<file path="src/rtl/ats_pkg.sv">
// package for the alias table neighbour sampler
// types, constants and command/status structs; no dependencies
package ats_pkg;
	localparam int TableDepth = 4096;
	localparam int AddrW = $clog2(TableDepth);
	localparam int MaxDraws = 64;
	localparam logic [31:0] SeedReset = 32'd123456789;
	localparam logic [31:0] YReset = 32'd362436069;
	localparam logic [31:0] ZReset = 32'd521288629;
	localparam logic [31:0] WReset = 32'd88675123;
	localparam logic FuncLoad = 1'b0;
	localparam logic FuncDraw = 1'b1;

	typedef struct packed {
		logic latch_req;   // capture request fields
		logic rng_step;    // advance the generator one word
		logic cap_pick;    // start remainder from current word
		logic div_step;    // one remainder step
		logic cap_u;       // capture uniform from current word
		logic rd_entry;    // read entry at start+pick (or start+idx in copy)
		logic rd_alias;    // read value at start+alias
		logic out_load;    // load output register
		logic use_alias;   // output takes alias read
		logic next_idx;    // bump result index
	} ats_cmd_t;

	typedef struct packed {
		logic copy_mode;
		logic none;
		logic is_last;
		logic div_done;
		logic accept;      // uniform below probability
	} ats_sts_t;
endpackage

</file>
<file path="src/rtl/ats_ctrl.sv">
// controller state machine sequencing loads, copies and draws
// depends on ats_pkg
module ats_ctrl
	import ats_pkg::*;
(
	input  logic     clk,
	input  logic     arst_n,
	input  logic     in_valid,
	input  logic     in_func,
	output logic     in_ready,
	input  logic     out_ready,
	output logic     out_valid,
	output logic     load_we,
	input  ats_sts_t sts,
	output ats_cmd_t cmd
);
	typedef enum logic [9:0] {
		S_IDLE  = 10'b0000000001,
		S_CHECK = 10'b0000000010,
		S_RNG1  = 10'b0000000100,
		S_DIV   = 10'b0000001000,
		S_RNG2  = 10'b0000010000,
		S_RDE   = 10'b0000100000,
		S_RDA   = 10'b0001000000,
		S_EMIT  = 10'b0010000000,
		S_WAIT  = 10'b0100000000,
		S_CPY   = 10'b1000000000
	} state_t;
	state_t state_q, state_d;
	logic valid_q, valid_d, last_q, last_d;

	assign in_ready = (state_q == S_IDLE) && !valid_q;
	assign out_valid = valid_q;
	assign load_we = in_valid && in_ready && (in_func == FuncLoad);

	// next state and commands
	always_comb begin
		state_d = state_q;
		valid_d = valid_q && !out_ready;
		last_d = last_q;
		cmd = '0;
		case (state_q)
			S_IDLE: begin
				if (in_valid && in_ready && in_func == FuncDraw) begin
					cmd.latch_req = 1'b1;
					state_d = S_CHECK;
				end
			end
			S_CHECK: begin
				if (sts.none) state_d = S_IDLE;
				else if (sts.copy_mode) state_d = S_CPY;
				else state_d = S_RNG1;
			end
			S_CPY: begin
				cmd.rd_entry = 1'b1;
				state_d = S_EMIT;
			end
			S_RNG1: begin
				cmd.rng_step = 1'b1;
				state_d = S_DIV;
			end
			S_DIV: begin
				if (!sts.div_done && last_q) cmd.div_step = 1'b1;
				else if (!last_q) cmd.cap_pick = 1'b1;
				last_d = 1'b1;
				if (sts.div_done && last_q) begin
					cmd.rng_step = 1'b1;
					last_d = 1'b0;
					state_d = S_RNG2;
				end
			end
			S_RNG2: begin
				cmd.cap_u = 1'b1;
				state_d = S_RDE;
			end
			S_RDE: begin
				cmd.rd_entry = 1'b1;
				state_d = S_RDA;
			end
			S_RDA: begin
				cmd.rd_alias = 1'b1;
				state_d = S_EMIT;
			end
			S_EMIT: begin
				if (!valid_q || out_ready) begin
					cmd.out_load = 1'b1;
					cmd.use_alias = !sts.copy_mode && !sts.accept;
					valid_d = 1'b1;
					cmd.next_idx = 1'b1;
					if (sts.is_last) state_d = S_WAIT;
					else state_d = sts.copy_mode ? S_CPY : S_RNG1;
				end
			end
			S_WAIT: begin
				state_d = S_IDLE;
			end
			default: state_d = S_IDLE;
		endcase
	end

	always_ff @(posedge clk or negedge arst_n) begin
		if (!arst_n) begin
			state_q <= S_IDLE;
			valid_q <= 1'b0;
			last_q <= 1'b0;
		end else begin
			state_q <= state_d;
			valid_q <= valid_d;
			last_q <= last_d;
		end
	end

`ifndef SYNTH
	a_onehot: assert property (@(posedge clk) disable iff (!arst_n) $onehot(state_q))
		else $error("state not one-hot");
	a_no_accept_busy: assert property (@(posedge clk) disable iff (!arst_n)
		(state_q != S_IDLE) |-> !in_ready) else $error("accept while busy");
	a_hold: assert property (@(posedge clk) disable iff (!arst_n)
		(valid_q && !out_ready) |=> valid_q) else $error("result dropped");
`endif
endmodule

</file>
<file path="config.mk">
export PLATFORM = sky130hd
export DESIGN_NAME = ats_ctrl
export DESIGN_NICKNAME = d
export VERILOG_FILES = /design/src/rtl/ats_pkg.sv /design/src/rtl/ats_ctrl.sv
export SDC_FILE = /design/constraint.sdc
export NUM_CORES = 1
export LEC_CHECK = 0
export BUFFER_PORTS_ARGS = -buffer_cell sky130_fd_sc_hd__clkbuf_2
export CORE_MARGIN = 5
export CORE_UTILIZATION = 54
export DETAILED_ROUTE_END_ITERATION = 7
export HOLD_SLACK_MARGIN = 0.06
export PLACE_DENSITY = 0.93
export SYNTH_ARGS = -nofsm -noshare
export SYNTH_HDL_FRONTEND = slang
export SYNTH_SLANG_ARGS = --single-unit
</file>
<file path="constraint.sdc">
create_clock -name clk -period 4.25 [get_ports clk]
set_clock_uncertainty 0.2 [all_clocks]
set_input_delay 0.425 -clock clk [delete_from_list [all_inputs] [get_ports clk]]
set_output_delay 0.425 -clock clk [all_outputs]
set_load 0.005 [all_outputs]
</file>
==> results_dict.tcl <==
set metrics [dict create \
    status "finished, final reports clean" \
    area_growth_pct 16.69 \
    insertedDiodeCount 0 \
    power_density_nw_per_um2 359.6 \
    place_inst 128 \
    worstPathArrival_ns 2.21 \
    p_leak_nw 0.4466 \
    first_iter_violations 59 \
    stdcell_count 133 \
    grt_pass1_vias 730 \
    start_util_pct 55.02 \
    synth_most_common_cell "dfrtp_1" \
    hold_depth 2 \
    port_buffers 22 \
    die-area_um2 2374 \
    yosys-top-cells-area "dfrtp_1 (34%), nor4_1 (7.7%), nand2b_1 (4.6%), a21oi_1 (4.3%), nand2_1 (3.7%)" \
    cp-end-kind "output port" \
    clockBufferDepth 2 \
    coreArea_um2 1471 \
    ioPinCount 23 \
    power.total_mw 0.3397 \
    clk_pin_slew_worst_paths_ns 0.08 \
    yosys.area.top_type_share_pct 34.00 \
    reg2reg_depth 4 \
    ys_types 32 \
    finalWirelength_mm 1.972 \
    pre_cts_ws_ns 1.730 \
    worstPathRequired_ns 3.62 \
    ant_nets 0 \
    root_buffer "clkbuf_4" \
    syn-cell-area_um2 809.5 \
    syn_nets 106 \
    rsz0062_at_grt "false" \
    fmax_mhz 353.2 \
    drv_cap 0 \
    avgSynthCellArea_um2 8.433 \
    finalSetupViolations 0 \
    num_rows 14 \
    die-height_um 48.72 \
    synth_edf_count 0 \
    cts.sinks 12 \
    synthFlopType "dfrtp_1" \
    tns_ns 0 \
    postCtsSetupBuffers 0 \
    post_cts_resized 0 \
    cp_max_fo 9 \
    cts_tree "built" \
    hold_viol 0 \
    min_path_type "in2reg" \
    die_width_um 48.72 \
    grt_start_max_net_pins 13 \
    min_to "state_q[2]" \
    drc 0 \
    fin_crit_sh_pct 66.63 \
    fillers 125 \
    ys_ff_latch 12 \
    drive_above_1_share_pct 27.35 \
    synth_commonest_cells "dfrtp_1 (11), nor4_1 (10), nand2_1 (8)" \
    slew_headroom_pct 63.07 \
    overflow 0 \
    finalNetCount 128 \
    grt_util_all_layers_pct 17.23 \
    fin_ws_ns 1.418 \
    first_pass_iters 4 \
    period_minus_slack_ns 2.832 \
    insertion_delay_ns 0.28 \
    synth_warnings 0 \
    finalMaxSlewViolations 0 \
    seq_area_um2 301.5 \
    synthCells 96 \
    numCtsBuffers 3 \
    wire_per_inst_um 14.83 \
    num_vias 827 \
    min_from "sts[4]" \
    gp_congestion 0.8747 \
    worst_pin_slew_ns 0.5489 \
    cts_hold_buf 1 \
    hpwl_mm 1.488 \
    multiInputGateArea_um2 447.9 \
    timing.rr.end "state_q[9]" \
    async_reset_ff_share_pct 100.0 \
    yosys.area.top_type "dfrtp_1" \
    ys_seq_area_share_pct 37.25 \
    viasPerCell 6.218 \
    r2r_slack_ns 2.06 \
    vdd_drop_max_uv 196.5 \
    criticalPathCategory "reg2out" \
    cts_max_level 1 \
    antenna_found_initial 0 \
    cp-start-kind "flip-flop" \
    r2r-start "state_q[5]" \
    grt_pass1_wl_mm 3.236 \
]
## layout make-up
cell class                 instances  share of cell area, %
inverter                           5                  1.987
multi-input combinational         73                  47.42
timing repair buffer              23                  12.72
clock buffer                       4                  3.841
sequential                        12                  31.92
tap                               16                  2.119
## per-stage QoR
step / hold slack [ns] / utilization [%] / area [µm²]
after global routing: 0.1407 / 64.20 / 944.7
after CTS: 0.1301 / 64.20 / 944.7
after global placement: 0.1177 / 61.05 / 898.4
after floorplan: -0.07059 / - / 809.5
after detailed placement: 0.1253 / 61.05 / 898.4
final: 0.1372 / 64.20 / 944.7
## sequential cells by signal, summed over array words and instances (netlist names)
register / count
state_q: 10
last_q: 1
out_valid: 1
## worst max-delay path, stage by stage, from the launching register on
cell and delay [ns]:
dfrtp_1 0.48, or4_4 0.63, or3_4 0.43, nor4_1 0.23
clkbuf_2 0.15
## report_power, final
part           internal (mW)  switching (mW)
registers              0.125          0.0125
clock network         0.0521          0.0404
logic                 0.0468          0.0628
## routing by layer
layer	GRT usage, %	share of wire, %	routed length (µm)	up-vias
li1	-	-	-	398
met1	21.65	42	827	388
met2	28.26	49	973	34
met3	3.067	6.2	122	7
met4	8.072	2.5	49	0
met5	0	0	0	-
## cell usage in the layout (no fill, tap or decap)
master	Yosys	routed
clkbuf_4	0	3
clkbuf_8	0	1
clkbuf_2	0	22
nand2b_1	6	6
dlygate4sd3_1	0	1
dfstp_2	1	1
a211oi_1	2	2
o22ai_2	1	1
nor4_1	10	10
a32oi_1	1	1
nor2_1	7	7
nor4b_1	1	1
or4_4	2	2
o211ai_1	1	1
o2bb2ai_1	1	1
or4_1	1	1
o41ai_1	1	1
nor2b_1	4	4
or3_4	1	1
dfrtp_1	11	11
inv_1	5	5
a21oi_1	7	7
o21ai_0	4	4
o311a_1	1	1
nor3_1	5	5
nor3b_1	1	1
xnor2_1	1	1
nand2_1	8	8
nand3_1	3	3
o31ai_1	1	1
a21o_2	1	1
xor2_1	1	1
and3b_1	1	1
## logic make-up (layout without fill, tap and decap cells)
| group | count (synthesis) | in the layout | synth area share [%] |
|---|---|---|---|
| AND/OR/NAND/NOR | 50 | 50 | 35.55 |
| flip-flops | 12 | 12 | 37.25 |
| AO/OA/AOI/OAI | 21 | 21 | 17.62 |
| buffers and inverters | 11 | 32 | 7.419 |
| XOR/XNOR | 2 | 2 | 2.164 |
## how the worst max path moves through the flow
stage	cells after the start	slack [ns]	to	from
finish	4	1.42	cmd[1]	state_q[5]
detailed placement	4	1.73	cmd[1]	state_q[5]
global route	5	1.30	load_we	state_q[5]
CTS	4	1.42	cmd[1]	state_q[5]
global placement	4	1.76	cmd[1]	state_q[5]
floorplan	6	1.79	cmd[2]	state_q[5]
Power figures use the tool's default switching activity.
